## src/rtl/sample_unpacker_32_to_14_defines.svh

```systemverilog
// ----------------------------------------------------------------------------
// sample_unpacker_32_to_14_defines.svh
// Assertion macros used by the sample unpacker back end (sunp_back).
// ----------------------------------------------------------------------------
`ifndef SAMPLE_UNPACKER_32_TO_14_DEFINES_SVH
`define SAMPLE_UNPACKER_32_TO_14_DEFINES_SVH

// Condition that holds at every clock edge out of reset
`define SUNP_ASSERT_ALWAYS(label, cond, msg) \
    label: assert property (@(posedge clk) disable iff (!rst_n) (cond)) \
        else $error(msg);

// Same-cycle implication
`define SUNP_ASSERT_IMPL(label, ante, cons, msg) \
    label: assert property (@(posedge clk) disable iff (!rst_n) (ante) |-> (cons)) \
        else $error(msg);

// Next-cycle implication
`define SUNP_ASSERT_NEXT(label, ante, cons, msg) \
    label: assert property (@(posedge clk) disable iff (!rst_n) (ante) |=> (cons)) \
        else $error(msg);

`endif

```

## src/rtl/sunp_pkg.sv

```systemverilog
// ----------------------------------------------------------------------------
// sunp_pkg
// Fixed widths, queue sizing and the per-word control struct.
// ----------------------------------------------------------------------------
package sunp_pkg;

    // Fixed field widths
    localparam int WORD_W       = 32;
    localparam int SAMPLE_W     = 14;
    localparam int IDX_W        = 7;
    localparam int MAX_PER_WORD = 3;

    // Word queue between front and back
    localparam int QUEUE_DEPTH  = 2;
    localparam int QPTR_W       = $clog2(QUEUE_DEPTH);

    // Per-word control: samples to emit (1..3) and end of block on the last one
    typedef struct packed {
        logic [1:0] count;
        logic       eob;
    } word_ctrl_t;

endpackage

```

## src/rtl/sunp_front.sv

```systemverilog
// ----------------------------------------------------------------------------
// sunp_front
// Accepts packed words, merges them with the leftover bits and works out
// how many samples each word yields; tracks leftover and block position.
// ----------------------------------------------------------------------------
module sunp_front #(
    parameter int SAMPLE_BITS   = 14,
    parameter int BLOCK_SAMPLES = 128
) (
    input  logic                                 clk,
    input  logic                                 rst_n,
    input  logic [sunp_pkg::WORD_W-1:0]          word,
    input  logic                                 word_valid,
    output logic                                 word_ready,
    output logic                                 push_valid,
    input  logic                                 push_ready,
    output logic [SAMPLE_BITS+sunp_pkg::WORD_W-2:0] push_acc,
    output logic [$clog2(BLOCK_SAMPLES)-1:0]     push_start,
    output sunp_pkg::word_ctrl_t                 push_ctrl
);
    import sunp_pkg::*;

    localparam int LW    = SAMPLE_BITS - 1;
    localparam int ACC_W = LW + WORD_W;
    localparam int AVW   = $clog2(ACC_W + 1);
    localparam int CNTW  = $clog2(SAMPLE_BITS);
    localparam int CW    = $clog2(BLOCK_SAMPLES);

    localparam logic [AVW-1:0] ONE_SB   = AVW'(SAMPLE_BITS);
    localparam logic [AVW-1:0] TWO_SB   = AVW'(2 * SAMPLE_BITS);
    localparam logic [AVW-1:0] THREE_SB = AVW'(3 * SAMPLE_BITS);
    localparam logic [AVW-1:0] LW_AV    = AVW'(LW);
    localparam logic [CW-1:0]  LAST_IDX = CW'(BLOCK_SAMPLES - 1);

    logic [LW-1:0]    lo_bits_reg, lo_bits_next;
    logic [CNTW-1:0]  lo_cnt_reg, lo_cnt_next;
    logic [CW-1:0]    cnt_reg, cnt_next;

    logic [ACC_W-1:0] acc;
    logic [AVW-1:0]   avail;
    logic [1:0]       n_fit;
    logic [CW-1:0]    rem;
    logic [CW-1:0]    rem_p1;
    logic             hits_end;
    logic [ACC_W-1:0] rest_acc;
    logic [AVW-1:0]   rest_avail;
    logic [CNTW-1:0]  rest_cnt;
    logic [LW-1:0]    rest_mask;
    logic             accept;

    // Join leftover with the new word, oldest bits lowest
    assign acc   = ACC_W'(lo_bits_reg) | (ACC_W'(word) << lo_cnt_reg);
    assign avail = AVW'(lo_cnt_reg) + AVW'(WORD_W);

    // Complete samples available, capped at three
    assign n_fit = (avail >= THREE_SB) ? 2'd3 :
                   (avail >= TWO_SB)   ? 2'd2 : 2'd1;

    // Does the block end inside this word
    assign rem      = LAST_IDX - cnt_reg;
    assign rem_p1   = rem + CW'(1);
    assign hits_end = (CW'(n_fit) > rem);

    // Bits left after the emitted samples
    always_comb
    begin
        case (n_fit)
            2'd3:
            begin
                rest_acc   = acc >> (3 * SAMPLE_BITS);
                rest_avail = avail - THREE_SB;
            end
            2'd2:
            begin
                rest_acc   = acc >> (2 * SAMPLE_BITS);
                rest_avail = avail - TWO_SB;
            end
            default:
            begin
                rest_acc   = acc >> SAMPLE_BITS;
                rest_avail = avail - ONE_SB;
            end
        endcase
    end

    // Leftover saturates at SAMPLE_BITS-1, keeping the oldest bits
    assign rest_cnt  = (rest_avail > LW_AV) ? CNTW'(LW) : rest_avail[CNTW-1:0];
    assign rest_mask = ~({LW{1'b1}} << rest_cnt);

    assign word_ready = push_ready;
    assign accept     = word_valid && word_ready;

    // Next state
    always_comb
    begin
        lo_bits_next = lo_bits_reg;
        lo_cnt_next  = lo_cnt_reg;
        cnt_next     = cnt_reg;
        if (accept)
        begin
            if (hits_end)
            begin
                lo_bits_next = '0;
                lo_cnt_next  = '0;
                cnt_next     = '0;
            end
            else
            begin
                lo_bits_next = rest_acc[LW-1:0] & rest_mask;
                lo_cnt_next  = rest_cnt;
                cnt_next     = cnt_reg + CW'(n_fit);
            end
        end
    end

    always_ff @(posedge clk or negedge rst_n)
    begin
        if (!rst_n)
        begin
            lo_bits_reg <= '0;
            lo_cnt_reg  <= '0;
            cnt_reg     <= '0;
        end
        else
        begin
            lo_bits_reg <= lo_bits_next;
            lo_cnt_reg  <= lo_cnt_next;
            cnt_reg     <= cnt_next;
        end
    end

    // Queue entry for this word
    assign push_valid      = word_valid;
    assign push_acc        = acc;
    assign push_start      = cnt_reg;
    assign push_ctrl.count = hits_end ? rem_p1[1:0] : n_fit;
    assign push_ctrl.eob   = hits_end;

endmodule

```

## src/rtl/sunp_fifo.sv

```systemverilog
// ----------------------------------------------------------------------------
// sunp_fifo
// Short queue of classified words between the front and the back.
// ----------------------------------------------------------------------------
module sunp_fifo #(
    parameter int DATA_W = 8
) (
    input  logic              clk,
    input  logic              rst_n,
    input  logic              push_valid,
    output logic              push_ready,
    input  logic [DATA_W-1:0] push_data,
    input  logic              pop,
    output logic              head_valid,
    output logic [DATA_W-1:0] head_data
);
    import sunp_pkg::*;

    localparam logic [QPTR_W-1:0] PTR_LAST = QPTR_W'(QUEUE_DEPTH - 1);
    localparam logic [QPTR_W:0]   FULL_CNT = (QPTR_W + 1)'(QUEUE_DEPTH);

    logic [DATA_W-1:0] mem_reg [QUEUE_DEPTH];
    logic [QPTR_W-1:0] wr_ptr_reg, wr_ptr_next;
    logic [QPTR_W-1:0] rd_ptr_reg, rd_ptr_next;
    logic [QPTR_W:0]   count_reg, count_next;
    logic              push_fire;

    assign push_ready = (count_reg != FULL_CNT);
    assign head_valid = (count_reg != '0);
    assign head_data  = mem_reg[rd_ptr_reg];
    assign push_fire  = push_valid && push_ready;

    // Pointer and occupancy update
    always_comb
    begin
        wr_ptr_next = wr_ptr_reg;
        rd_ptr_next = rd_ptr_reg;
        count_next  = count_reg;
        if (push_fire)
        begin
            wr_ptr_next = (wr_ptr_reg == PTR_LAST) ? '0 : wr_ptr_reg + QPTR_W'(1);
        end
        if (pop)
        begin
            rd_ptr_next = (rd_ptr_reg == PTR_LAST) ? '0 : rd_ptr_reg + QPTR_W'(1);
        end
        if (push_fire && !pop)
        begin
            count_next = count_reg + (QPTR_W + 1)'(1);
        end
        else if (!push_fire && pop)
        begin
            count_next = count_reg - (QPTR_W + 1)'(1);
        end
    end

    always_ff @(posedge clk or negedge rst_n)
    begin
        if (!rst_n)
        begin
            wr_ptr_reg <= '0;
            rd_ptr_reg <= '0;
            count_reg  <= '0;
        end
        else
        begin
            wr_ptr_reg <= wr_ptr_next;
            rd_ptr_reg <= rd_ptr_next;
            count_reg  <= count_next;
        end
    end

    // Entry storage
    always_ff @(posedge clk)
    begin
        if (push_fire)
        begin
            mem_reg[wr_ptr_reg] <= push_data;
        end
    end

endmodule

```

## src/rtl/sunp_back.sv

```systemverilog
// ----------------------------------------------------------------------------
// sunp_back
// Walks the queue's head word into the output register one sample per cycle
// while it is free or taken, tagging index, last-of-word and end-of-block.
// ----------------------------------------------------------------------------
`include "sample_unpacker_32_to_14_defines.svh"

module sunp_back #(
    parameter int SAMPLE_BITS   = 14,
    parameter int BLOCK_SAMPLES = 128
) (
    input  logic                                    clk,
    input  logic                                    rst_n,
    input  logic                                    head_valid,
    input  logic [SAMPLE_BITS+sunp_pkg::WORD_W-2:0] head_acc,
    input  logic [$clog2(BLOCK_SAMPLES)-1:0]        head_start,
    input  sunp_pkg::word_ctrl_t                    head_ctrl,
    output logic                                    pop,
    output logic [sunp_pkg::SAMPLE_W-1:0]           sample,
    output logic [sunp_pkg::IDX_W-1:0]              sample_index,
    output logic                                    last_of_word,
    output logic                                    end_of_block,
    output logic                                    sample_valid,
    input  logic                                    sample_ready
);
    import sunp_pkg::*;

    localparam int ACC_W = SAMPLE_BITS - 1 + WORD_W;
    localparam int CW    = $clog2(BLOCK_SAMPLES);

    logic [1:0]                    k_reg, k_next;
    logic                          valid_reg, valid_next;
    logic [SAMPLE_W-1:0]           sample_reg;
    logic [IDX_W-1:0]              index_reg;
    logic                          last_reg;
    logic                          eob_reg;

    logic [ACC_W-1:0]              sel_acc;
    logic [SAMPLE_BITS+SAMPLE_W-1:0] sample_wide;
    logic [CW-1:0]                 idx_full;
    logic [CW+IDX_W-1:0]           idx_wide;
    logic                          is_last;
    logic                          load;

    // Select the k-th sample of the head word
    always_comb
    begin
        case (k_reg)
            2'd0:    sel_acc = head_acc;
            2'd1:    sel_acc = head_acc >> SAMPLE_BITS;
            default: sel_acc = head_acc >> (2 * SAMPLE_BITS);
        endcase
    end

    assign sample_wide = {{SAMPLE_W{1'b0}}, sel_acc[SAMPLE_BITS-1:0]};
    assign idx_full    = head_start + CW'(k_reg);
    assign idx_wide    = {{IDX_W{1'b0}}, idx_full};
    assign is_last     = (k_reg == (head_ctrl.count - 2'd1));

    // Load the output register when it is empty or being taken
    assign load = head_valid && (!valid_reg || sample_ready);
    assign pop  = load && is_last;

    always_comb
    begin
        k_next     = k_reg;
        valid_next = valid_reg;
        if (load)
        begin
            valid_next = 1'b1;
            k_next     = is_last ? 2'd0 : k_reg + 2'd1;
        end
        else if (sample_ready)
        begin
            valid_next = 1'b0;
        end
    end

    always_ff @(posedge clk or negedge rst_n)
    begin
        if (!rst_n)
        begin
            k_reg     <= '0;
            valid_reg <= 1'b0;
        end
        else
        begin
            k_reg     <= k_next;
            valid_reg <= valid_next;
        end
    end

    // Output payload
    always_ff @(posedge clk)
    begin
        if (load)
        begin
            sample_reg <= sample_wide[SAMPLE_W-1:0];
            index_reg  <= idx_wide[IDX_W-1:0];
            last_reg   <= is_last;
            eob_reg    <= is_last && head_ctrl.eob;
        end
    end

    assign sample       = sample_reg;
    assign sample_index = index_reg;
    assign last_of_word = last_reg;
    assign end_of_block = eob_reg;
    assign sample_valid = valid_reg;

    // Checks
    `SUNP_ASSERT_IMPL(a_k_in_range, head_valid, k_reg < head_ctrl.count, "sample step past word")
    `SUNP_ASSERT_IMPL(a_eob_is_last, valid_reg && eob_reg, last_reg, "end of block not last of word")
    `SUNP_ASSERT_NEXT(a_pop_rewinds, pop, k_reg == 2'd0, "sample step not cleared after pop")

endmodule

```

## src/rtl/sample_unpacker_32_to_14.sv

```systemverilog
// A word's first sample goes through the queue write, then the output register load,
// which waits until the output register is free.
// Throughput: one sample per cycle from a single output register while sample_ready
// is high; a word yields 2 or 3 samples at the default sizes (16 samples per 7 words).
// Reset (rst_n, async, active low) clears leftover bits, block counter, queue and
// output valid; the block is ready to accept words as soon as reset is released.
// ----------------------------------------------------------------------------
// sample_unpacker_32_to_14
// Unpacks 14-bit samples, packed LSB first, from a stream of 32-bit words.
// ----------------------------------------------------------------------------
module sample_unpacker_32_to_14 #(
    parameter int SAMPLE_BITS   = 14,
    parameter int BLOCK_SAMPLES = 128
) (
    input  logic                          clk,
    input  logic                          rst_n,
    input  logic [sunp_pkg::WORD_W-1:0]   word,
    input  logic                          word_valid,
    output logic                          word_ready,
    output logic [sunp_pkg::SAMPLE_W-1:0] sample,
    output logic [sunp_pkg::IDX_W-1:0]    sample_index,
    output logic                          last_of_word,
    output logic                          end_of_block,
    output logic                          sample_valid,
    input  logic                          sample_ready
);
    import sunp_pkg::*;

    localparam int ACC_W  = SAMPLE_BITS - 1 + WORD_W;
    localparam int CW     = $clog2(BLOCK_SAMPLES);
    localparam int CTRL_W = $bits(word_ctrl_t);
    localparam int DATA_W = ACC_W + CW + CTRL_W;

    logic              push_valid;
    logic              push_ready;
    logic [ACC_W-1:0]  push_acc;
    logic [CW-1:0]     push_start;
    word_ctrl_t        push_ctrl;
    logic              pop;
    logic              head_valid;
    logic [DATA_W-1:0] head_data;
    logic [ACC_W-1:0]  head_acc;
    logic [CW-1:0]     head_start;
    word_ctrl_t        head_ctrl;

    // Front: merge and classify
    sunp_front #(
        .SAMPLE_BITS   (SAMPLE_BITS),
        .BLOCK_SAMPLES (BLOCK_SAMPLES)
    ) u_front (
        .clk        (clk),
        .rst_n      (rst_n),
        .word       (word),
        .word_valid (word_valid),
        .word_ready (word_ready),
        .push_valid (push_valid),
        .push_ready (push_ready),
        .push_acc   (push_acc),
        .push_start (push_start),
        .push_ctrl  (push_ctrl)
    );

    // Word queue
    sunp_fifo #(
        .DATA_W (DATA_W)
    ) u_fifo (
        .clk        (clk),
        .rst_n      (rst_n),
        .push_valid (push_valid),
        .push_ready (push_ready),
        .push_data  ({push_acc, push_start, push_ctrl}),
        .pop        (pop),
        .head_valid (head_valid),
        .head_data  (head_data)
    );

    assign head_acc   = head_data[DATA_W-1 -: ACC_W];
    assign head_start = head_data[CTRL_W +: CW];
    assign head_ctrl  = head_data[CTRL_W-1:0];

    // Back: emit samples
    sunp_back #(
        .SAMPLE_BITS   (SAMPLE_BITS),
        .BLOCK_SAMPLES (BLOCK_SAMPLES)
    ) u_back (
        .clk          (clk),
        .rst_n        (rst_n),
        .head_valid   (head_valid),
        .head_acc     (head_acc),
        .head_start   (head_start),
        .head_ctrl    (head_ctrl),
        .pop          (pop),
        .sample       (sample),
        .sample_index (sample_index),
        .last_of_word (last_of_word),
        .end_of_block (end_of_block),
        .sample_valid (sample_valid),
        .sample_ready (sample_ready)
    );

endmodule
```

## config.mk

```make
export PLATFORM = sky130hd
export DESIGN_NAME = sample_unpacker_32_to_14
export DESIGN_NICKNAME = d
export VERILOG_FILES = /design/src/rtl/sunp_pkg.sv /design/src/rtl/sunp_front.sv /design/src/rtl/sunp_fifo.sv /design/src/rtl/sunp_back.sv /design/src/rtl/sample_unpacker_32_to_14.sv
export VERILOG_INCLUDE_DIRS = /design/src /design/src/rtl
export SDC_FILE = /design/constraint.sdc
export NUM_CORES = 1
export LEC_CHECK = 0
export BUFFER_PORTS_ARGS = -buffer_cell sky130_fd_sc_hd__clkbuf_2
export CAP_MARGIN = 25
export CORE_MARGIN = 1.5
export CORE_UTILIZATION = 45
export CTS_BUF_LIST = sky130_fd_sc_hd__clkbuf_4
export DETAILED_ROUTE_END_ITERATION = 10
export GPL_TIMING_DRIVEN = 1
export SETUP_SLACK_MARGIN = 0.2
export SYNTH_ARGS = -nofsm -noshare
export SYNTH_HDL_FRONTEND = slang
export SYNTH_SLANG_ARGS = --single-unit
export TNS_END_PERCENT = 10
```

## constraint.sdc

```tcl
create_clock -name clk -period 7 [get_ports clk]
set_input_delay 1.05 -clock clk [delete_from_list [all_inputs] [get_ports clk]]
set_output_delay 1.05 -clock clk [all_outputs]
set_load 0.05 [all_outputs]
```

==> run summary, run 1 <==
Post-DRT Antenna Nets = 0
F_max = 280.4 MHz
Relative slew margins = 45.44%
Final setup fails = 0
Share of cells above drive strength 1 = 22.34%
Fin nets = 761
Initial Utilization = 45.74%
RePlAce Congestion = 0.8719
Final WS setup = 3.434 ns
Max Cap Violations = 0
Power density cells = 535.7 mW/mm^2
Post-CTS Hold Fix Bufs = 0
Async SR Flop Fraction = 19.62%
Synth Area in Simple Gates = 8.771%
Hold depth = 1
Detailed Route WL = 18.27 mm
CP required = 7.43 ns
Critical Path Fanout Max = 62
CTS tree = yes
Post-Synth XOR/XNOR Area = 1.498%
Unique masters post-synth = 61
Register bit total from synthesis = 158
Vias in the first global route = 5228
Largest net degree at the start of global routing = 63
Top_reg_cell synth = edfxtp_1
Yosys top cell area share = 46.58%
Max reg flops = 104
Final Slew Violations = 0
DRT iter0 DRCs = 504
Minimum clock period = 3.566 ns
Clock skew = 0.02094 ns
Post-synthesis adder-cell area fraction = 2.078%
Sequential-to-total area share from yosys stat = 56.05%
Clock Pin Slew Worst Setup and Hold Paths = 0.13 ns
Arrival @ worst endpoint = 4.00 ns
Num ports = 61
Core area = 0.01790 mm^2
Drt first pass iters = 5
CTS H-tree depth = 4
DRC violations left = 0
Hold slack = 0.5103 ns
Full die area = 0.01901 mm^2
Worst VDD drop = 0.2367 mV
FF-to-FF End = u_front.lo_bits_reg[11]
Setup TNS = 0 ns
Synth area leaders = edfxtp_1, dfrtp_1, mux2i_1
Number of hold violations in the final report = 0
Initial antenna violation count = 1
Largest family of logic cells by synthesized area = compound AO/OA/AOI/OAI gates
Hold Path End = u_front.lo_bits_reg[4]
Pre-CTS setup slack = 3.489 ns
Critical path class = flip-flop to flip-flop
CTS resizes = 0
Sequential Power Share = 36.6%
Syn_nets = 709
Routed length per instance = 19.13 um
Cells after Synth = 660
Total setup buffers inserted after CTS = 0
Die width = 137.9 um
HP Class = flip-flop to flip-flop
Leading area contributor after synthesis = edfxtp_1
Internal power = 2.684 mW
Synth warnings = 0
Global-route wire length before repair = 28.76 mm
Hold Crit Start = u_front.lo_bits_reg[4]
Switch Pwr = 2.143 mW
Clk sink count = 158
Cells after DPL = 921
Post-Layout Cell Count = 955
Worst-Skew Late Latency = 0.51 ns
Worst R2R Path Depth = 11
Vias after detailed routing = 5563
Sw Share = 44.40%
Outcome = finished clean
RSZ-0062 raised after global routing = false
Clock power share = 12.0%
R2R setup slack = 3.43 ns
Worst Setup Start Kind = flip-flop
Tot Pwr = 4.827 mW
PortBufs = 60
Final period util = 50.95%
Pleak = 3.463 nW
Root Driver = clkbuf_4
Worst Tran Pin Value = 0.8183 ns
Clock Tree Buf Depth = 2
Comb pwr share = 51.5%
Vias per inst = 5.825
CTS buffer count = 17
Grt total ovfl = 0
Gr usage total = 20.04%
Post-synthesis compound-gate area fraction = 14.23%
Worst R2R Start = u_front.lo_cnt_reg[3]
Crit end category = flip-flop
Mean post-synth cell area = 12.41 um^2
Detail Placement HPWL = 12.92 mm
Mux share of post-synthesis cell area = 14.01%
Layout area overhead = 10.05%
Synth Cell Area = 0.008188 mm^2
Number of flops mapped to enable cells by yosys = 127
Rows = 49
Die height = 137.9 um
==> cell usage in the layout (no fill, tap or decap), types with 8 or more instances in the layout <==
cell type	n
edfxtp_1	127
mux4_2	9
a211oi_1	17
xnor2_1	9
buf_4	12
a21oi_1	27
a31oi_1	14
clkbuf_2	60
nor2_1	56
dfrtp_1	29
a22oi_1	14
clkbuf_4	17
mux2i_1	38
inv_1	14
nand2_1	59
a22o_1	16
o21ai_0	26
a32o_1	9
ha_1	12
mux2_2	27
o22ai_1	8
==> power by group through the flow <==
stage,sequential (mW),clock (mW),combinational [mW]
floorplan,2.00,0,1.60
global placement,1.77,0,2.43
detailed placement,1.79,0,2.46
CTS,1.77,0.590,2.47
global route,1.80,0.631,2.71
finish,1.77,0.578,2.48
==> worst max-delay path, stage by stage, from the launching register on <==
cell       delay, ns
dfrtp_2         0.36
buf_4           0.48
ha_1            0.41
a21o_1          0.41
inv_1           0.20
ha_1            0.34
nor2_1          0.05
o2111ai_1       0.34
inv_1           0.23
nor4_1          0.40
nand2_1         0.09
o21ai_0         0.15
==> logic make-up after synthesis <==
| group | count (synthesis) |
|---|---|
| compound gates | 167 |
| fa+ha+maj | 13 |
| mux | 88 |
| flops | 158 |
| simple gates | 163 |
| xor+xnor | 14 |
| buf+inv | 57 |
==> layout make-up <==
cell class,count,area [um^2]
antenna,1,2.502
clock buffer,17,127.6
clock inverter,15,182.7
fill,1627,8891
inverter,17,63.81
multi-input combinational,445,3338
sequential,158,4592
tap,229,286.5
timing repair buffer,73,417.9
==> synthesized netlist by cell type (4+ instances only) <==
cell / n
o31ai_1: 6
ha_1: 12
o2bb2ai_1: 4
dfrtp_1: 31
xnor2_1: 9
o21ai_0: 26
nor2_1: 58
or2_2: 4
mux2_2: 27
o21bai_1: 5
mux4_2: 9
a21oi_1: 27
o22ai_1: 8
a31oi_1: 14
nand3_1: 6
clkbuf_1: 19
a21o_1: 6
nand2_1: 59
xor2_1: 5
inv_1: 14
buf_2: 9
a32o_1: 9
nor3_1: 7
nand2b_1: 7
a211oi_1: 17
a22oi_1: 14
edfxtp_1: 127
buf_1: 5
mux2_4: 7
a22o_1: 16
mux2i_1: 38
mux4_1: 4
nor2b_1: 6
==> per-stage QoR <==
stage	cell area, um^2	util (%)
6_report	9011	50.34
3_5_place_dp	8671	48.43
3_3_place_gp	8671	48.43
5_1_grt	9011	50.34
2_1_floorplan	8188	-
4_1_cts	8981	50.17
==> how the worst max path moves through the flow <==
stage                               start                 endpoint  slack [ns]  cells past startpoint
CTS                 u_front.lo_cnt_reg[3]  u_front.lo_bits_reg[11]        3.49                     11
floorplan                      word_valid     u_fifo.mem_reg[0][0]        2.88                      3
global placement    u_front.lo_cnt_reg[3]  u_front.lo_bits_reg[11]        3.62                     11
finish              u_front.lo_cnt_reg[3]  u_front.lo_bits_reg[11]        3.43                     11
detailed placement  u_front.lo_cnt_reg[3]  u_front.lo_bits_reg[11]        3.49                     11
global route        u_front.lo_cnt_reg[3]   u_front.lo_bits_reg[8]        3.07                     10
==> per-layer routing <==
layer  wire length (um)  vias to the layer above  global-route usage, %
met3                944                       24                  3.107
li1                   -                     2632                      -
met2               8430                      179                  30.96
met5                  0                        -                      0
met4                373                        0                  5.787
met1               8519                     2728                  29.39
Power figures use the tool's default switching activity.
==> run 2, diff against run 1 <==
==> constraint.sdc (replaced) <==
create_clock -name clk -period 2.9 [get_ports clk]
set_input_delay 0.435 -clock clk [delete_from_list [all_inputs] [get_ports clk]]
set_output_delay 0.435 -clock clk [all_outputs]
set_load 0.05 [all_outputs]
==> run 2 against run 1 <==
First-iteration DRC count is 2.6% higher. Hold slack worse by 0.35 ns. Clock power is 120% higher. Register-to-register slack worse by 3.1 ns.
==> run summary, run 2 (synthesis results as in run 1) <==
Clock Tree Buf Depth = 2
Pleak = 3.469 nW
Vias per inst = 5.826
Vias after detailed routing = 5593
Cells after DPL = 927
Num ports = 61
CTS H-tree depth = 4
Share of cells above drive strength 1 = 23.01%
Routed length per instance = 19.27 um
Fillers = 1598
RePlAce Congestion = 0.9215
Worst VDD drop = 0.7016 mV
Minimum clock period = 2.546 ns
Clock skew = 0.01895 ns
Final Slew Violations = 0
Vias in the first global route = 5237
Critical path class = flip-flop to flip-flop
DRC violations left = 0
CP required = 3.36 ns
Top Layer Used = met4
CTS tree = yes
Worst Tran Pin Value = 0.8715 ns
Final WS setup = 0.3536 ns
F_max = 392.7 MHz
Most frequent cells in the layout = edfxtp_1, clkbuf_2, nand2_1
Post-route cell area = 0.009037 mm^2
Max reg flops = 104
Post-DRT Antenna Nets = 0
Gr usage total = 20.33%
Core area = 0.01790 mm^2
Power density cells = 1285 mW/mm^2
DRT iter0 DRCs = 517
Worst-Skew Late Latency = 0.54 ns
Largest net degree at the start of global routing = 60
Clk sink count = 158
Root Driver = clkbuf_4
Final period util = 87.81%
Fin nets = 767
Critical Path Fanout Max = 8
Crit end category = flip-flop
Relative slew margins = 41.90%
Setup TNS = 0 ns
Rows = 49
RSZ-0062 raised after global routing = true
Die height = 137.9 um
Initial antenna violation count = 1
Arrival @ worst endpoint = 3.00 ns
Met2 wire length = 8.611 mm
Post-Layout Cell Count = 960
Die width = 137.9 um
Global-route wire length before repair = 28.72 mm
Initial Utilization = 45.74%
Metal-1 WL = 8.656 mm
Max Cap Violations = 0
Detailed Route WL = 18.50 mm
Number of hold violations in the final report = 0
Full die area = 0.01901 mm^2
CTS buffer count = 17
HP Class = primary input to flip-flop
Layout area overhead = 10.38%
Worst Setup Start Kind = flip-flop
Drt first pass iters = 5
Detail Placement HPWL = 13.28 mm
Pre-CTS setup slack = 0.3105 ns
Met3 routed WL = 879 um
PortBufs = 60
Grt total ovfl = 0
Outcome = finished clean
Clock Pin Slew Worst Setup and Hold Paths = 0.13 ns
Commonest non-fill, non-tap cell in the layout = edfxtp_1
Tot Pwr = 11.61 mW
Final setup fails = 0
Cell Area, Placed = 0.008741 mm^2
[run 2: power by group]
group,total [mW],internal [mW],switching (mW)
clock,1.28,0.506,0.770
combinational,6.05,2.07,3.98
sequential,4.29,3.85,0.439
total,11.6,6.42,5.19
[run 2: what timing repair did]
action	4_1_cts	5_1_grt
gates resized for setup	0	3
endpoints found under the setup margin	0	11
hold endpoints to repair	31	0
hold buffers	1	0
buffers inserted	0	0
[run 2: path summary, 6_finish.rpt]
check                                        from                       to  slack, ns  cells after the start
max in group asynchronous                   rst_n    u_front.lo_cnt_reg[0]       1.77                      2
min in group asynchronous                   rst_n    u_front.lo_cnt_reg[2]       0.53                      2
min reg2reg                u_front.lo_bits_reg[6]   u_front.lo_bits_reg[6]       0.50                      1
min                                  sample_ready      u_back.sample_valid       0.16                      3
max                         u_front.lo_cnt_reg[2]  u_front.lo_bits_reg[11]       0.35                     11
max reg2reg                 u_front.lo_cnt_reg[2]  u_front.lo_bits_reg[11]       0.35                     11
[run 2: cell type report]
class	instances	area (um^2)	share of cell area, %
antenna	1	2.502	0.02769
clock buffer	17	127.6	1.412
tap	229	286.5	3.170
inverter	17	63.81	0.7061
clock inverter	14	142.6	1.578
multi-input combinational	445	3352	37.09
sequential	158	4592	50.81
timing repair buffer	79	470.5	5.206
[run 2: critical path, cell delays in order (launching register included)]
cell and delay (ns):
dfrtp_1 0.42, inv_1 0.11, ha_1 0.22, a21o_1 0.15, inv_1 0.10, ha_1 0.31, nor2_1 0.05, o2111ai_1 0.32
inv_1 0.23, nor4_2 0.33, nand2_1 0.08, o21ai_0 0.15
[run 2: per-stage QoR]
step                util [%]  hold slack, ns
floorplan                  -          0.1394
global placement       48.83          0.4743
detailed placement     48.83          0.4793
CTS                    50.39          0.1072
global route           50.48          0.1114
finish                 50.48          0.1559
[run 2: layer usage]
metal / up-vias / GRT usage (%)
li1: 2653 / -
met1: 2744 / 28.66
met2: 171 / 31.79
met3: 25 / 3.801
met4: 0 / 6.771
met5: - / 0
